<file path="src/design/assert_macros.svh">
// Assertion macros for the stack machine execute unit.
`ifndef ASSERT_MACROS_SVH
`define ASSERT_MACROS_SVH

// Clocked assertion that is switched off while reset is held.
`define SME_ASSERT(lbl, clk, rst_n, prop, msg) \
    lbl: assert property (@(posedge clk) disable iff (!rst_n) prop) else $error(msg);

// Clocked assertion that is also checked during reset.
`define SME_ASSERT_ALWAYS(lbl, clk, prop, msg) \
    lbl: assert property (@(posedge clk) prop) else $error(msg);

`endif

</file>
<file path="src/design/sme_pkg.sv">
// Package of constants, codes and types for the stack machine execute unit.
`timescale 1ns / 1ps
`default_nettype none
package sme_pkg;

    localparam int STACK_DEPTH = 64;
    localparam int VAR_SLOTS   = 32;
    localparam int SP_W        = $clog2(STACK_DEPTH);
    localparam int CNT_W       = $clog2(STACK_DEPTH + 1);
    localparam int VS_W        = (VAR_SLOTS > 2) ? $clog2(VAR_SLOTS) : 1;
    localparam int WORD_W      = 32;
    localparam int MODE_W      = 5;
    localparam int SLOT_W      = 5;
    localparam int DEPTH_W     = 7;
    localparam int STAT_W      = 2;

    // Instruction codes.
    localparam logic [MODE_W-1:0] OP_PUSH    = 5'd0;
    localparam logic [MODE_W-1:0] OP_RVALUE  = 5'd1;
    localparam logic [MODE_W-1:0] OP_LVALUE  = 5'd2;
    localparam logic [MODE_W-1:0] OP_POP     = 5'd3;
    localparam logic [MODE_W-1:0] OP_ASSIGN  = 5'd4;
    localparam logic [MODE_W-1:0] OP_COPY    = 5'd5;
    localparam logic [MODE_W-1:0] OP_ADD     = 5'd6;
    localparam logic [MODE_W-1:0] OP_SUB     = 5'd7;
    localparam logic [MODE_W-1:0] OP_MUL     = 5'd8;
    localparam logic [MODE_W-1:0] OP_DIV     = 5'd9;
    localparam logic [MODE_W-1:0] OP_MOD     = 5'd10;
    localparam logic [MODE_W-1:0] OP_AND     = 5'd11;
    localparam logic [MODE_W-1:0] OP_NOT     = 5'd12;
    localparam logic [MODE_W-1:0] OP_OR      = 5'd13;
    localparam logic [MODE_W-1:0] OP_NE      = 5'd14;
    localparam logic [MODE_W-1:0] OP_LE      = 5'd15;
    localparam logic [MODE_W-1:0] OP_GE      = 5'd16;
    localparam logic [MODE_W-1:0] OP_LT      = 5'd17;
    localparam logic [MODE_W-1:0] OP_GT      = 5'd18;
    localparam logic [MODE_W-1:0] OP_EQ      = 5'd19;
    localparam logic [MODE_W-1:0] OP_PRINT   = 5'd20;
    localparam logic [MODE_W-1:0] OP_GOFALSE = 5'd21;
    localparam logic [MODE_W-1:0] OP_GOTRUE  = 5'd22;

    // Status codes.
    localparam logic [STAT_W-1:0] STS_OK    = 2'd0;
    localparam logic [STAT_W-1:0] STS_UNDER = 2'd1;
    localparam logic [STAT_W-1:0] STS_OVER  = 2'd2;
    localparam logic [STAT_W-1:0] STS_DIVZ  = 2'd3;

    // Source of the pushed result.
    typedef logic [1:0] t_src;
    localparam t_src SRC_ALU = 2'd0;
    localparam t_src SRC_MUL = 2'd1;
    localparam t_src SRC_DIV = 2'd2;

    // Kind of execution the current instruction needs.
    typedef logic [1:0] t_kind;
    localparam t_kind KIND_SIMPLE = 2'd0;
    localparam t_kind KIND_MUL    = 2'd1;
    localparam t_kind KIND_DIV    = 2'd2;

    typedef struct packed {
        logic load_in;
        logic read;
        logic mul_cap;
        logic div_start;
        logic finish;
        t_src src;
    } t_dp_cmd;

    typedef struct packed {
        t_kind kind;
        logic  out_free;
        logic  div_done;
    } t_dp_stat;

    // Number of stack entries an instruction needs on the stack.
    function automatic logic [1:0] op_need(input logic [MODE_W-1:0] mode);
        logic [1:0] n;
        n = 2'd0;
        case (mode) inside
            OP_POP, OP_NOT, OP_PRINT, OP_GOFALSE, OP_GOTRUE, OP_COPY: n = 2'd1;
            OP_ASSIGN, [OP_ADD:OP_AND], [OP_OR:OP_EQ]:                n = 2'd2;
            default:                                                  n = 2'd0;
        endcase
        return n;
    endfunction

    // Whether an instruction needs a free stack entry.
    function automatic logic op_grow(input logic [MODE_W-1:0] mode);
        logic g;
        case (mode) inside
            OP_PUSH, OP_RVALUE, OP_LVALUE, OP_COPY: g = 1'b1;
            default:                                g = 1'b0;
        endcase
        return g;
    endfunction

endpackage
`default_nettype wire

</file>
<file path="src/design/sme_ctrl.sv">
// Controller state machine of the stack machine execute unit.
`timescale 1ns / 1ps
`default_nettype none
`include "assert_macros.svh"
module sme_ctrl
    import sme_pkg::*;
(
    input  logic     i_clk,
    input  logic     i_rst_n,
    input  logic     i_in_valid,
    output logic     o_in_ready,
    input  t_dp_stat i_stat,
    output t_dp_cmd  o_cmd
);

    localparam logic [2:0] ST_IDLE = 3'd0;
    localparam logic [2:0] ST_READ = 3'd1;
    localparam logic [2:0] ST_EXEC = 3'd2;
    localparam logic [2:0] ST_MUL  = 3'd3;
    localparam logic [2:0] ST_DIV  = 3'd4;

    logic [2:0] r_state;
    logic [2:0] n_state;
    logic       accept;

    assign o_in_ready = (r_state == ST_IDLE);
    assign accept     = o_in_ready && i_in_valid;

    // Next state and datapath commands.
    always_comb begin
        n_state = r_state;
        o_cmd   = '0;
        o_cmd.src = SRC_ALU;
        case (r_state)
            ST_IDLE: begin
                if (accept) begin
                    o_cmd.load_in = 1'b1;
                    n_state       = ST_READ;
                end
            end
            ST_READ: begin
                o_cmd.read = 1'b1;
                n_state    = ST_EXEC;
            end
            ST_EXEC: begin
                if (i_stat.kind == KIND_MUL) begin
                    o_cmd.mul_cap = 1'b1;
                    n_state       = ST_MUL;
                end else if (i_stat.kind == KIND_DIV) begin
                    o_cmd.div_start = 1'b1;
                    n_state         = ST_DIV;
                end else if (i_stat.out_free) begin
                    o_cmd.finish = 1'b1;
                    n_state      = ST_IDLE;
                end
            end
            ST_MUL: begin
                o_cmd.src = SRC_MUL;
                if (i_stat.out_free) begin
                    o_cmd.finish = 1'b1;
                    n_state      = ST_IDLE;
                end
            end
            ST_DIV: begin
                o_cmd.src = SRC_DIV;
                if (i_stat.div_done && i_stat.out_free) begin
                    o_cmd.finish = 1'b1;
                    n_state      = ST_IDLE;
                end
            end
            default: begin
                n_state = ST_IDLE;
            end
        endcase
    end

    // State register.
    always_ff @(posedge i_clk) begin
        if (!i_rst_n) begin
            r_state <= ST_IDLE;
        end else begin
            r_state <= n_state;
        end
    end

    `SME_ASSERT(a_finish_room, i_clk, i_rst_n, o_cmd.finish |-> i_stat.out_free, "finish without room")
    `SME_ASSERT(a_accept_read, i_clk, i_rst_n, accept |=> (r_state == ST_READ), "accept not followed by read")
    `SME_ASSERT(a_div_wait, i_clk, i_rst_n, o_cmd.div_start |=> !i_stat.div_done, "divider not busy after start")

endmodule
`default_nettype wire

</file>
<file path="config.mk">
export PLATFORM = sky130hd
export DESIGN_NAME = sme_ctrl
export DESIGN_NICKNAME = d
export VERILOG_FILES = /design/src/design/sme_pkg.sv /design/src/design/sme_ctrl.sv
export VERILOG_INCLUDE_DIRS = /design/src /design/src/design
export SDC_FILE = /design/constraint.sdc
export NUM_CORES = 1
export LEC_CHECK = 0
export BUFFER_PORTS_ARGS = -buffer_cell sky130_fd_sc_hd__buf_2
export CAP_MARGIN = 20
export CORE_AREA = 2 2 39 41
export CTS_BUF_LIST = sky130_fd_sc_hd__clkbuf_8
export CTS_CLUSTER_SIZE = 28
export DETAILED_ROUTE_END_ITERATION = 10
export DIE_AREA = 0 0 41 43
export GPL_TIMING_DRIVEN = 0
export SLEW_MARGIN = 10
export SYNTH_ARGS = -nofsm -noshare
export SYNTH_HDL_FRONTEND = slang
export SYNTH_SLANG_ARGS = --single-unit
</file>
<file path="constraint.sdc">
create_clock -name i_clk -period 1.1 [get_ports i_clk]
set_input_delay 0.33 -clock i_clk [delete_from_list [all_inputs] [get_ports i_clk]]
set_output_delay 0.33 -clock i_clk [all_outputs]
set_load 0.02 [all_outputs]
</file>
# Yosys cells after proc, flatten, opt, wreduce, memory -nomap -nowiden
# Index checks and enable logic that the tools add are counted.
totals:
  wordCells: 31
  input_bits: 7
  out_inout_bits: 8
  register_bits: 3
classes:
  n_mux: 18
  n_reduce_logical: 4
  eq_ne: 8
ops:
  columns: ["operator", "n"]
  rows:
  - ["$mux W3", 5]
  - ["$pmux W3 S5", 1]
  - ["$mux W1", 8]
  - ["$eq A3 B2 Y1 const B", 2]
  - ["$mux W2", 2]
  - ["$pmux W2 S2", 1]
  - ["$eq A3 B1 Y1 const B", 1]
  - ["$eq A3 B3 Y1 const B", 1]
  - ["$logic_not A3 Y1", 1]
  - ["$pmux W1 S3", 1]
  - ["$eq A2 B1 Y1 const B", 1]
  - ["$eq A2 B2 Y1 const B", 1]
  - ["$logic_and A1 B1 Y1", 2]
  - ["$ne A2 B1 Y1 const B", 1]
  - ["$ne A2 B2 Y1 const B", 1]
  - ["$reduce_and A2 Y1", 1]

# Logic depth before layout (Yosys ltp)
# Gate-level depths: netlist (run 1).
depth:
  word_depth: 4
  depth_mapped: 4
  depth_no_buf: 3

# Worst setup path after synthesis (run 1)
# No wires, ideal clock.
synth_timing:
  path_kind: "register to output"
  start: "register r_state[0]"
  end: "output port o_cmd[2] (netlist bit)"
  stages_incl_launch_ff: 5
  n_path_buf: 1
  arrival_ps: 1089
  required_time_ps: 770
  path_slack_ps: -319
  cell_sequence: "dfxtp_1 -> buf_6 -> nor3b_4 -> nand3_1 -> o21ai_0"
synth_rtl:
  columns: ["item", "line_no", "rtl"]
  rows:
  - ["start, declared", "sme_ctrl.sv:22", "logic [2:0] r_state;"]
  - ["start signal, assigned", "sme_ctrl.sv:82", "r_state <= n_state;"]
  - ["end, declared", "sme_ctrl.sv:13", "output t_dp_cmd o_cmd"]

==> impl_metrics.env, run 1 <==
export IMPL_critical_path_required_ns=0.77
export IMPL_portBuffers=14
export IMPL_critPathLaunchType="register"
export IMPL_synth_cell_types=22
export IMPL_finalHoldViolCount=0
export IMPL_cpPeakStageDelay_ns=0.29
export IMPL_grt_max_degree=10
export IMPL_dp_cells=63
export IMPL_n_fill_cell=140
export IMPL_cap_violations=0
export IMPL_multiInputGateArea_sq_um=249
export IMPL_cts_tree="built"
export IMPL_hpwl_um=467
export IMPL_track_usage=0.0932
export IMPL_dieHeight_um=43
export IMPL_overflow=0
export IMPL_clock_sinks=3
export IMPL_vias_per_cell=4.53
export IMPL_rsz0062_at_grt="true"
export IMPL_drc=0
export IMPL_htree_levels=1
export IMPL_grt_pass1_vias=278
export IMPL_postRouteAntennaNets=0
export IMPL_grt_antenna_before_repair=0
export IMPL_grt_pass1_wl_um=1090
export IMPL_largest_reg_flops=3
export IMPL_die_w_um=41
export IMPL_synth_area_sq_um=273
export IMPL_diodes=0
export IMPL_violations="negative setup slack"
export IMPL_vdd_drop_max_mv=0.599
export IMPL_fin_skew_ns=0.00596
export IMPL_dieArea_sq_um=1760
export IMPL_place_area_sq_um=402
export IMPL_synth_seq_cells=3
export IMPL_fin_area_sq_um=564
export IMPL_initial_core_util=0.197
export IMPL_cts_max_path_buffers=2
export IMPL_cpMostUsedCell="buf_6"
export IMPL_ctsRootBufferMaster="clkbuf_8"
export IMPL_finalPower_uw=680
export IMPL_slew_viol_final=0
export IMPL_regMostFlops="r_state"
export IMPL_leakage_nw=0.237
export IMPL_maxSlewHeadroom=0.847
export IMPL_rr_worst_depth=5
export IMPL_fmax_ghz=0.677
export IMPL_syn_inst=33
export IMPL_synth_area_per_cell_sq_um=8.27
export IMPL_top_regs="r_state: 3 flops"
export IMPL_seq_area_frac_synth=0.220
export IMPL_cpMaxStageDelayCell="dfxtp_1"
export IMPL_period_share=1.34
export IMPL_via_count=335
export IMPL_min_period_ns=1.48
export IMPL_clock_latency_ns=0.22
export IMPL_p_per_area_nw_per_um2=1200
export IMPL_areaGrowthSynthToFinish_pct=107
export IMPL_hold_depth=2
export IMPL_yosysWarnings=0
export IMPL_fp_coreArea_sq_um=1380
export IMPL_cp_cell_sequence="buf_6 > nor3b_4 > nand3_1 > o21ai_2 > buf_6"
export IMPL_cts_buffers=3
export IMPL_finalNetCount=66
export IMPL_status="complete, but fails checks"
export IMPL_tns_ns=-2.39
export IMPL_dr_pass1_iters=4
export IMPL_worst_slew_pin_slew_ns=0.229
export IMPL_crit_arrival_ns=1.15
export IMPL_cp_max_fo=9
export IMPL_clkTransAtPathRegs_ns=0.03
export IMPL_routedWlPerCell_um=10.5
export IMPL_fp_row_count=14
export IMPL_crit_type="reg -> out"
export IMPL_fin_cells=74
export IMPL_postLayoutSetupSlackWorst_ns=-0.378
export IMPL_dr_first_iter_drc_count=7
export IMPL_synth_fp_nets=40
export IMPL_setup_violations=9
export IMPL_layout_drive_gt1_share=0.724
export IMPL_gp_congestion=0.723
export IMPL_end_kind="output pin"
export IMPL_hp_class="in -> reg"
export IMPL_finalWirelength_um=775
export IMPL_seq_area_sq_um=67.6
export IMPL_io_pins=15
[cell usage after synthesis, drive strengths merged]
cell,n,share of area
a211oi,2,0.073
nand2,2,0.028
nand3b,1,0.028
nand2b,3,0.069
and3,1,0.023
a31oi,1,0.023
nand3,1,0.018
nor3,1,0.018
buf,2,0.083
nor2b,2,0.046
and3b,1,0.032
a32oi,1,0.032
o21a,1,0.028
inv,1,0.014
o21ai,2,0.037
nor3b,4,0.17
dfxtp,3,0.22
a21oi,1,0.018
nor2,3,0.041
[critical path, delay by kind of cell, from the launching register on]
family | cells | cell delay [ns]
and+or+nand+nor | 2 | 0.30
DFF | 1 | 0.29
buffers and inverters | 2 | 0.26
AOI/OAI and AO/OA | 1 | 0.07
[path summary, 6_finish.rpt]
path	startpoint	to	slack (ns)
worst max-delay path	r_state[0]$_SDFFE_PN0P_	o_cmd[2]	-0.38
worst min-delay path	i_rst_n	r_state[2]$_SDFFE_PN0P_	0.35
worst max register to register	r_state[2]$_SDFFE_PN0P_	r_state[2]$_SDFFE_PN0P_	0
worst min register to register	r_state[0]$_SDFFE_PN0P_	r_state[1]$_SDFFE_PN0P_	0.62
[layout make-up]
cell class / instances / area share
timing repair buffer: 22 / 0.290
clock buffer: 3 / 0.0732
tap: 16 / 0.0355
sequential: 3 / 0.120
clock inverter: 1 / 0.00665
multi-input combinational: 27 / 0.441
buffer: 1 / 0.0200
inverter: 1 / 0.0133
[layout by cell type, fill, tap and decap left out]
| cell type | synthesis | routed |
|---|---|---|
| o21ai_2 | 0 | 1 |
| dfxtp_1 | 3 | 1 |
| dfxtp_4 | 0 | 2 |
| clkbuf_8 | 0 | 3 |
| and3_4 | 0 | 1 |
| buf_2 | 0 | 8 |
| nand2b_1 | 3 | 3 |
| a211oi_2 | 1 | 2 |
| nor2_4 | 0 | 3 |
| buf_6 | 2 | 6 |
| inv_1 | 1 | 1 |
| nor3b_4 | 1 | 2 |
| a31oi_1 | 1 | 1 |
| a21oi_1 | 1 | 1 |
| nand2_1 | 2 | 1 |
| a32oi_2 | 0 | 1 |
| o21a_1 | 1 | 1 |
| nand3b_1 | 1 | 1 |
| and3b_1 | 1 | 1 |
| nor3b_2 | 1 | 2 |
| buf_4 | 0 | 9 |
| nor2b_1 | 2 | 2 |
| o21ai_1 | 0 | 1 |
| nand3_1 | 1 | 1 |
| nor3_1 | 1 | 1 |
| nand2_2 | 0 | 1 |
| clkinvlp_4 | 0 | 1 |
[metrics by stage]
| step | setup WS, ns | util | hold slack, ns |
|---|---|---|---|
| 3_5_place_dp | -0.310 | 0.290 | 0.568 |
| 3_3_place_gp | -0.314 | 0.290 | 0.565 |
| 5_1_grt | -0.416 | 0.408 | 0.355 |
| 6_report | -0.378 | 0.408 | 0.352 |
| 4_1_cts | -0.380 | 0.362 | 0.350 |
| 2_1_floorplan | -0.228 | - | 0.458 |
[report_power, final]
| group | internal, mW | switching (mW) |
|---|---|---|
| registers | 0.117 | 0.0145 |
| logic | 0.120 | 0.116 |
| clock network | 0.238 | 0.0747 |
| total | 0.475 | 0.205 |
[cell families (layout without fill, tap and decap cells)]
kind of cell           after synthesis  after routing  synth area share
AOI/OAI and AO/OA                    8              8             0.211
buffers and inverters                3             28            0.0963
DFF                                  3              3             0.220
and+or+nand+nor                     19             19             0.472
[metal layers]
metal / vias to the layer above / GRT usage / part of all wire
met2: 12 / 0.128 / 0.57
met5: - / 0 / 0
met1: 154 / 0.118 / 0.37
met3: 0 / 0.0314 / 0.061
met4: 0 / 0.0600 / 0
li1: 169 / - / -
[timing repair]
action,4_1_cts,5_1_grt
buffers inserted,3,5
hold buffers,0,0
pin swaps,2,4
endpoints found under the setup margin,8,10
gates resized for setup,11,12
No activity file was read; power rests on OpenSTA's default activity.
==> run 2: changes to the inputs <==
--- a/config.mk
+++ b/config.mk
@@ -8,13 +8,18 @@
 export LEC_CHECK = 0
 export BUFFER_PORTS_ARGS = -buffer_cell sky130_fd_sc_hd__buf_2
 export CAP_MARGIN = 20
-export CORE_AREA = 2 2 39 41
+export CELL_PAD_IN_SITES_DETAIL_PLACEMENT = 2
+export CELL_PAD_IN_SITES_GLOBAL_PLACEMENT = 2
+export CORE_MARGIN = 2
+export CORE_UTILIZATION = 20
 export CTS_BUF_LIST = sky130_fd_sc_hd__clkbuf_8
 export CTS_CLUSTER_SIZE = 28
 export DETAILED_ROUTE_END_ITERATION = 10
-export DIE_AREA = 0 0 41 43
 export GPL_TIMING_DRIVEN = 0
+export PLACE_DENSITY_LB_ADDON = 0.1
+export REMOVE_ABC_BUFFERS = 1
 export SLEW_MARGIN = 10
 export SYNTH_ARGS = -nofsm -noshare
 export SYNTH_HDL_FRONTEND = slang
 export SYNTH_SLANG_ARGS = --single-unit
+export TNS_END_PERCENT = 50
==> run 2 against run 1 <==
Net effect: the flow still finishes with violations (negative setup slack); core utilization shrank 4.1 points; first-iteration DRC count shrank 57%; register-to-register slack gained 0.06 ns.
==> impl_metrics.env, run 2 (same netlist as run 1, synthesis figures left out) <==
export IMPL_worst_r2r_setup_slack_ns=0.06
export IMPL_critPathLaunchType="register"
export IMPL_layout_common_cells="11 x buf_4, 7 x buf_2"
export IMPL_cp_max_fo=5
export IMPL_grt_busiest_layer="met2"
export IMPL_seqPwrFrac=0.215
export IMPL_grt_pass1_wl_um=1330
export IMPL_worst_slew_pin_slew_ns=0.209
export IMPL_dr_pass1_iters=2
export IMPL_portBuffers=14
export IMPL_finalWirelength_um=888
export IMPL_largest_reg_flops=3
export IMPL_min_period_ns=1.43
export IMPL_crit_arrival_ns=1.10
export IMPL_p_int_uw=442
export IMPL_endpoint="o_cmd[2]"
export IMPL_layout_drive_gt1_share=0.593
export IMPL_tns_ns=-2.27
export IMPL_p_per_area_nw_per_um2=1340
export IMPL_finalPower_uw=632
export IMPL_clkPwrFrac=0.506
export IMPL_comb_power_share=0.279
export IMPL_dieHeight_um=40.9
export IMPL_crit_type="reg -> out"
export IMPL_r2r_start="r_state[2]$_SDFFE_PN0P_"
export IMPL_grt_max_degree=8
export IMPL_overflow=0
export IMPL_via_count=328
export IMPL_gp_congestion=0.645
export IMPL_dr_first_iter_drc_count=3
export IMPL_finalNetCount=62
export IMPL_clock_sinks=3
export IMPL_vdd_drop_max_mv=0.679
export IMPL_status="complete, but fails checks"
export IMPL_leakage_nw=0.211
export IMPL_end_kind="output pin"
export IMPL_routedWlPerCell_um=12.9
export IMPL_critical_path_required_ns=0.77
export IMPL_grt_antenna_before_repair=0
export IMPL_cap_violations=0
export IMPL_maxSlewHeadroom=0.860
export IMPL_vias_per_cell=4.75
export IMPL_cts_max_path_buffers=2
export IMPL_slew_viol_final=0
export IMPL_grtUsageMet2=0.203
export IMPL_grt_use_met1=0.149
export IMPL_swShare=0.301
export IMPL_die_w_um=40.9
export IMPL_ctsHoldBuffers=0
export IMPL_setup_violations=8
export IMPL_fmax_ghz=0.699
export IMPL_fp_row_count=13
export IMPL_diodes=0
export IMPL_post_place_ws_ns=-0.338
export IMPL_fin_skew_ns=0.00354
export IMPL_hp_class="in -> reg"
export IMPL_gr_usage_met3=0.0652
export IMPL_dieArea_sq_um=1680
export IMPL_period_share=1.30
export IMPL_final_common_cell="buf_4"
export IMPL_grt_pass1_vias=310
export IMPL_io_pins=15
export IMPL_rr_worst_depth=4
export IMPL_initial_core_util=0.212
export IMPL_rsz0062_at_grt="true"
export IMPL_postRouteAntennaNets=0
export IMPL_violations="negative setup slack"
export IMPL_htree_levels=1
export IMPL_top_regs="r_state: 3 flops"
export IMPL_clock_latency_ns=0.22
export IMPL_cts_buffers=3
export IMPL_cts_tree="built"
export IMPL_hpwl_um=614
export IMPL_regMostFlops="r_state"
export IMPL_clkTransAtPathRegs_ns=0.03
export IMPL_areaGrowthSynthToFinish_pct=72.9
export IMPL_ctsRootBufferMaster="clkbuf_8"
export IMPL_track_usage=0.137
export IMPL_r2r_end="r_state[1]$_SDFFE_PN0P_"
export IMPL_finalHoldViolCount=0
export IMPL_n_fill_cell=152
export IMPL_cp_startpoint="r_state[0]$_SDFFE_PN0P_"
export IMPL_postLayoutSetupSlackWorst_ns=-0.330
export IMPL_fp_coreArea_sq_um=1280
export IMPL_drc=0
export IMPL_p_switching_uw=190
==> run 2: cell count changes in the layout (fill, tap and decap cells not counted), sizes merged <==
cell      previous run  this run
clkinvlp             1         0
inv                  1         2
buf                 23        19
==> run 2: worst min-delay path by stage <==
| stage | to | cells after the start | startpoint | slack, ns |
|---|---|---|---|---|
| floorplan | r_state[2]$_SDFFE_PN0P_ | 1 | i_rst_n | 0.46 |
| global route | r_state[2]$_SDFFE_PN0P_ | 2 | i_rst_n | 0.38 |
| global placement | r_state[2]$_SDFFE_PN0P_ | 2 | i_rst_n | 0.56 |
| detailed placement | r_state[2]$_SDFFE_PN0P_ | 2 | i_rst_n | 0.57 |
| CTS | r_state[2]$_SDFFE_PN0P_ | 2 | i_rst_n | 0.34 |
| finish | r_state[2]$_SDFFE_PN0P_ | 2 | i_rst_n | 0.34 |
==> run 2: stage by stage <==
step / hold slack, ns / instance area [sq um] / cells / utilization
2_1_floorplan: 0.458 / 250 / 31 / -
3_3_place_gp: 0.565 / 339 / 60 / 0.264
3_5_place_dp: 0.572 / 339 / 60 / 0.264
4_1_cts: 0.344 / 449 / 68 / 0.350
5_1_grt: 0.383 / 472 / 69 / 0.367
6_report: 0.342 / 472 / 69 / 0.367
==> run 2: final cells by class <==
type	instances	area, sq um	share of cell area
timing repair buffer	19	129	0.273
inverter	1	3.75	0.00796
multi-input combinational	27	204	0.432
tap	15	18.8	0.0398
clock buffer	3	41.3	0.0875
clock inverter	1	3.75	0.00796
sequential	3	71.3	0.151
==> run 2: worst max-delay path, stage by stage (launching register included) <==
cell and delay [ns]:
dfxtp_4 0.35, nor3b_4 0.20, nand3_1 0.09, o21ai_1 0.08, buf_4 0.15
==> run 2: timing repair <==
action,in CTS,in global routing
pin swaps,2,1
gates resized for setup,15,4
setup buffers,4,1
setup endpoints to repair,11,8
==> run 2: power by group through the flow <==
| stage | logic, mW | clock network, mW | registers [mW] |
|---|---|---|---|
| floorplan | 0.0844 | 0 | 0.139 |
| global placement | 0.127 | 0 | 0.145 |
| detailed placement | 0.130 | 0 | 0.146 |
| CTS | 0.161 | 0.329 | 0.138 |
| global route | 0.194 | 0.336 | 0.139 |
| finish | 0.176 | 0.320 | 0.136 |
==> run 2: layer usage <==
layer	routed length, um	vias to the layer above
li1	-	161
met1	370	154
met2	432	10
met3	62	3
met4	23	0
met5	0	-
==> run 3: changes to the inputs <==
==> constraint.sdc (replaced) <==
create_clock -name i_clk -period 1.1 [get_ports i_clk]
set_input_delay 0.055 -clock i_clk [delete_from_list [all_inputs] [get_ports i_clk]]
set_output_delay 0.055 -clock i_clk [all_outputs]
set_load 0.02 [all_outputs]
==> run 3 against run 2 <==
Net effect: clock power hardly changed; largest cell class unchanged; via count is 0.61% lower; sequential power hardly changed; combinational power hardly changed; sequential share of layout area stayed put; critical endpoint unchanged; hold slack worse by 0.27 ns; wire length is 0.11% lower; the run still ends with negative setup slack left; sequential cell count stayed put; count of clock-buffer cells in the layout stayed put; largest power group unchanged; worst setup slack better by 0.28 ns; first-iteration DRC count stayed put; clock skew stayed put.
==> impl_metrics.env, run 3 (same netlist as run 1, synthesis figures left out) <==
export IMPL_routedWlPerCell_um=12.9
export IMPL_dr_pass1_iters=2
export IMPL_clock_latency_ns=0.22
export IMPL_grt_pass1_wl_um=1330
export IMPL_p_per_area_nw_per_um2=1340
export IMPL_initial_core_util=0.212
export IMPL_areaGrowthSynthToFinish_pct=72.9
export IMPL_cts_buffers=3
export IMPL_gp_congestion=0.645
export IMPL_post_route_util=0.367
export IMPL_grt_antenna_before_repair=0
export IMPL_grtUsageMet2=0.203
export IMPL_cts_max_path_buffers=2
export IMPL_period_share=1.05
export IMPL_fp_row_count=13
export IMPL_post_place_ws_ns=-0.0626
export IMPL_hp_class="in -> reg"
export IMPL_dieArea_sq_um=1680
export IMPL_die_w_um=40.9
export IMPL_place_area_sq_um=339
export IMPL_crit_arrival_ns=1.10
export IMPL_htree_levels=1
export IMPL_ctsHoldBuffers=0
export IMPL_cp_max_fo=5
export IMPL_tns_ns=-0.107
export IMPL_dr_first_iter_drc_count=3
export IMPL_multiInputGateArea_sq_um=204
export IMPL_seq_area_sq_um=71.3
export IMPL_finalWirelength_um=887
export IMPL_largest_reg_flops=3
export IMPL_setup_violations=4
export IMPL_final_common_cell="buf_4"
export IMPL_via_count=326
export IMPL_finalPower_uw=632
export IMPL_top_regs="r_state: 3 flops"
export IMPL_cts_tree="built"
export IMPL_clkTransAtPathRegs_ns=0.03
export IMPL_fp_coreArea_sq_um=1280
export IMPL_fin_skew_ns=0.00354
export IMPL_finalNetCount=62
export IMPL_violations="negative setup slack"
export IMPL_gr_usage_met3=0.0652
export IMPL_grt_pass1_vias=312
export IMPL_end_kind="output pin"
export IMPL_postLayoutSetupSlackWorst_ns=-0.0534
export IMPL_finalHoldViolCount=0
export IMPL_leakage_nw=0.211
export IMPL_layout_common_cells="11 x buf_4, 7 x buf_2"
export IMPL_status="complete, but fails checks"
export IMPL_fmax_ghz=0.867
export IMPL_fin_area_sq_um=472
export IMPL_portBuffers=14
export IMPL_io_pins=15
export IMPL_vdd_drop_max_mv=0.679
export IMPL_grt_use_met1=0.149
export IMPL_grt_busiest_layer="met2"
export IMPL_cap_violations=0
export IMPL_postRouteAntennaNets=0
export IMPL_min_period_ns=1.15
export IMPL_diodes=0
export IMPL_grt_max_degree=8
export IMPL_slew_viol_final=0
export IMPL_clock_sinks=3
export IMPL_regMostFlops="r_state"
export IMPL_overflow=0
export IMPL_layout_drive_gt1_share=0.593
export IMPL_critical_path_required_ns=1.04
export IMPL_drc=0
export IMPL_crit_type="reg -> out"
export IMPL_maxSlewHeadroom=0.860
export IMPL_vias_per_cell=4.72
export IMPL_track_usage=0.137
export IMPL_ctsRootBufferMaster="clkbuf_8"
export IMPL_n_fill_cell=152
export IMPL_dieHeight_um=40.9
export IMPL_critPathLaunchType="register"
export IMPL_hpwl_um=614
export IMPL_rsz0062_at_grt="true"
export IMPL_worst_slew_pin_slew_ns=0.209
[run 3: cell counts in the layout (fill, tap and decap cells not counted)]
No cell type changed its count.
[run 3: final timing paths]
kind | slack, ns | end | start | cells after the start
worst max-delay path | -0.05 | o_cmd[2] | r_state[0]$_SDFFE_PN0P_ | 4
worst min-delay path | 0.07 | r_state[2]$_SDFFE_PN0P_ | i_rst_n | 2
worst max register to register | 0.06 | r_state[1]$_SDFFE_PN0P_ | r_state[2]$_SDFFE_PN0P_ | 4
worst min register to register | 0.63 | r_state[2]$_SDFFE_PN0P_ | r_state[1]$_SDFFE_PN0P_ | 2
[run 3: layer usage]
layer  share of wire  up-vias
li1                -      161
met5               0        -
met2            0.49       10
met1            0.41      152
met4           0.026        0
met3           0.070        3
[run 3: stage by stage]
stage / hold WS [ns] / instances
final: 0.0671 / 69
after global routing: 0.108 / 69
after floorplan: 0.183 / 31
after global placement: 0.290 / 60
after CTS: 0.0694 / 68
after detailed placement: 0.297 / 60
[run 3: worst max-delay path, stage by stage (launching register included)]
cell and delay, ns:
dfxtp_4 0.35, nor3b_4 0.20, nand3_1 0.09, o21ai_1 0.08, buf_4 0.15
[run 3: power breakdown]
| group | leakage [nW] | switching, mW | internal [mW] |
|---|---|---|---|
| logic | 0.157 | 0.0910 | 0.0854 |
| clock network | 0.0269 | 0.0814 | 0.238 |
| registers | 0.0267 | 0.0176 | 0.118 |
| total | 0.211 | 0.190 | 0.442 |
[run 3: layout make-up]
class | instances | area share
clock buffer | 3 | 0.0875
clock inverter | 1 | 0.00796
inverter | 1 | 0.00796
multi-input combinational | 27 | 0.432
sequential | 3 | 0.151
tap | 15 | 0.0398
timing repair buffer | 19 | 0.273
[run 3: timing repair]
action / in CTS / in global routing
resized for setup: 15 / 4
gates cloned: 0 / 0
pin swaps: 2 / 1
buffers inserted: 4 / 1
endpoints found under the setup margin: 10 / 8
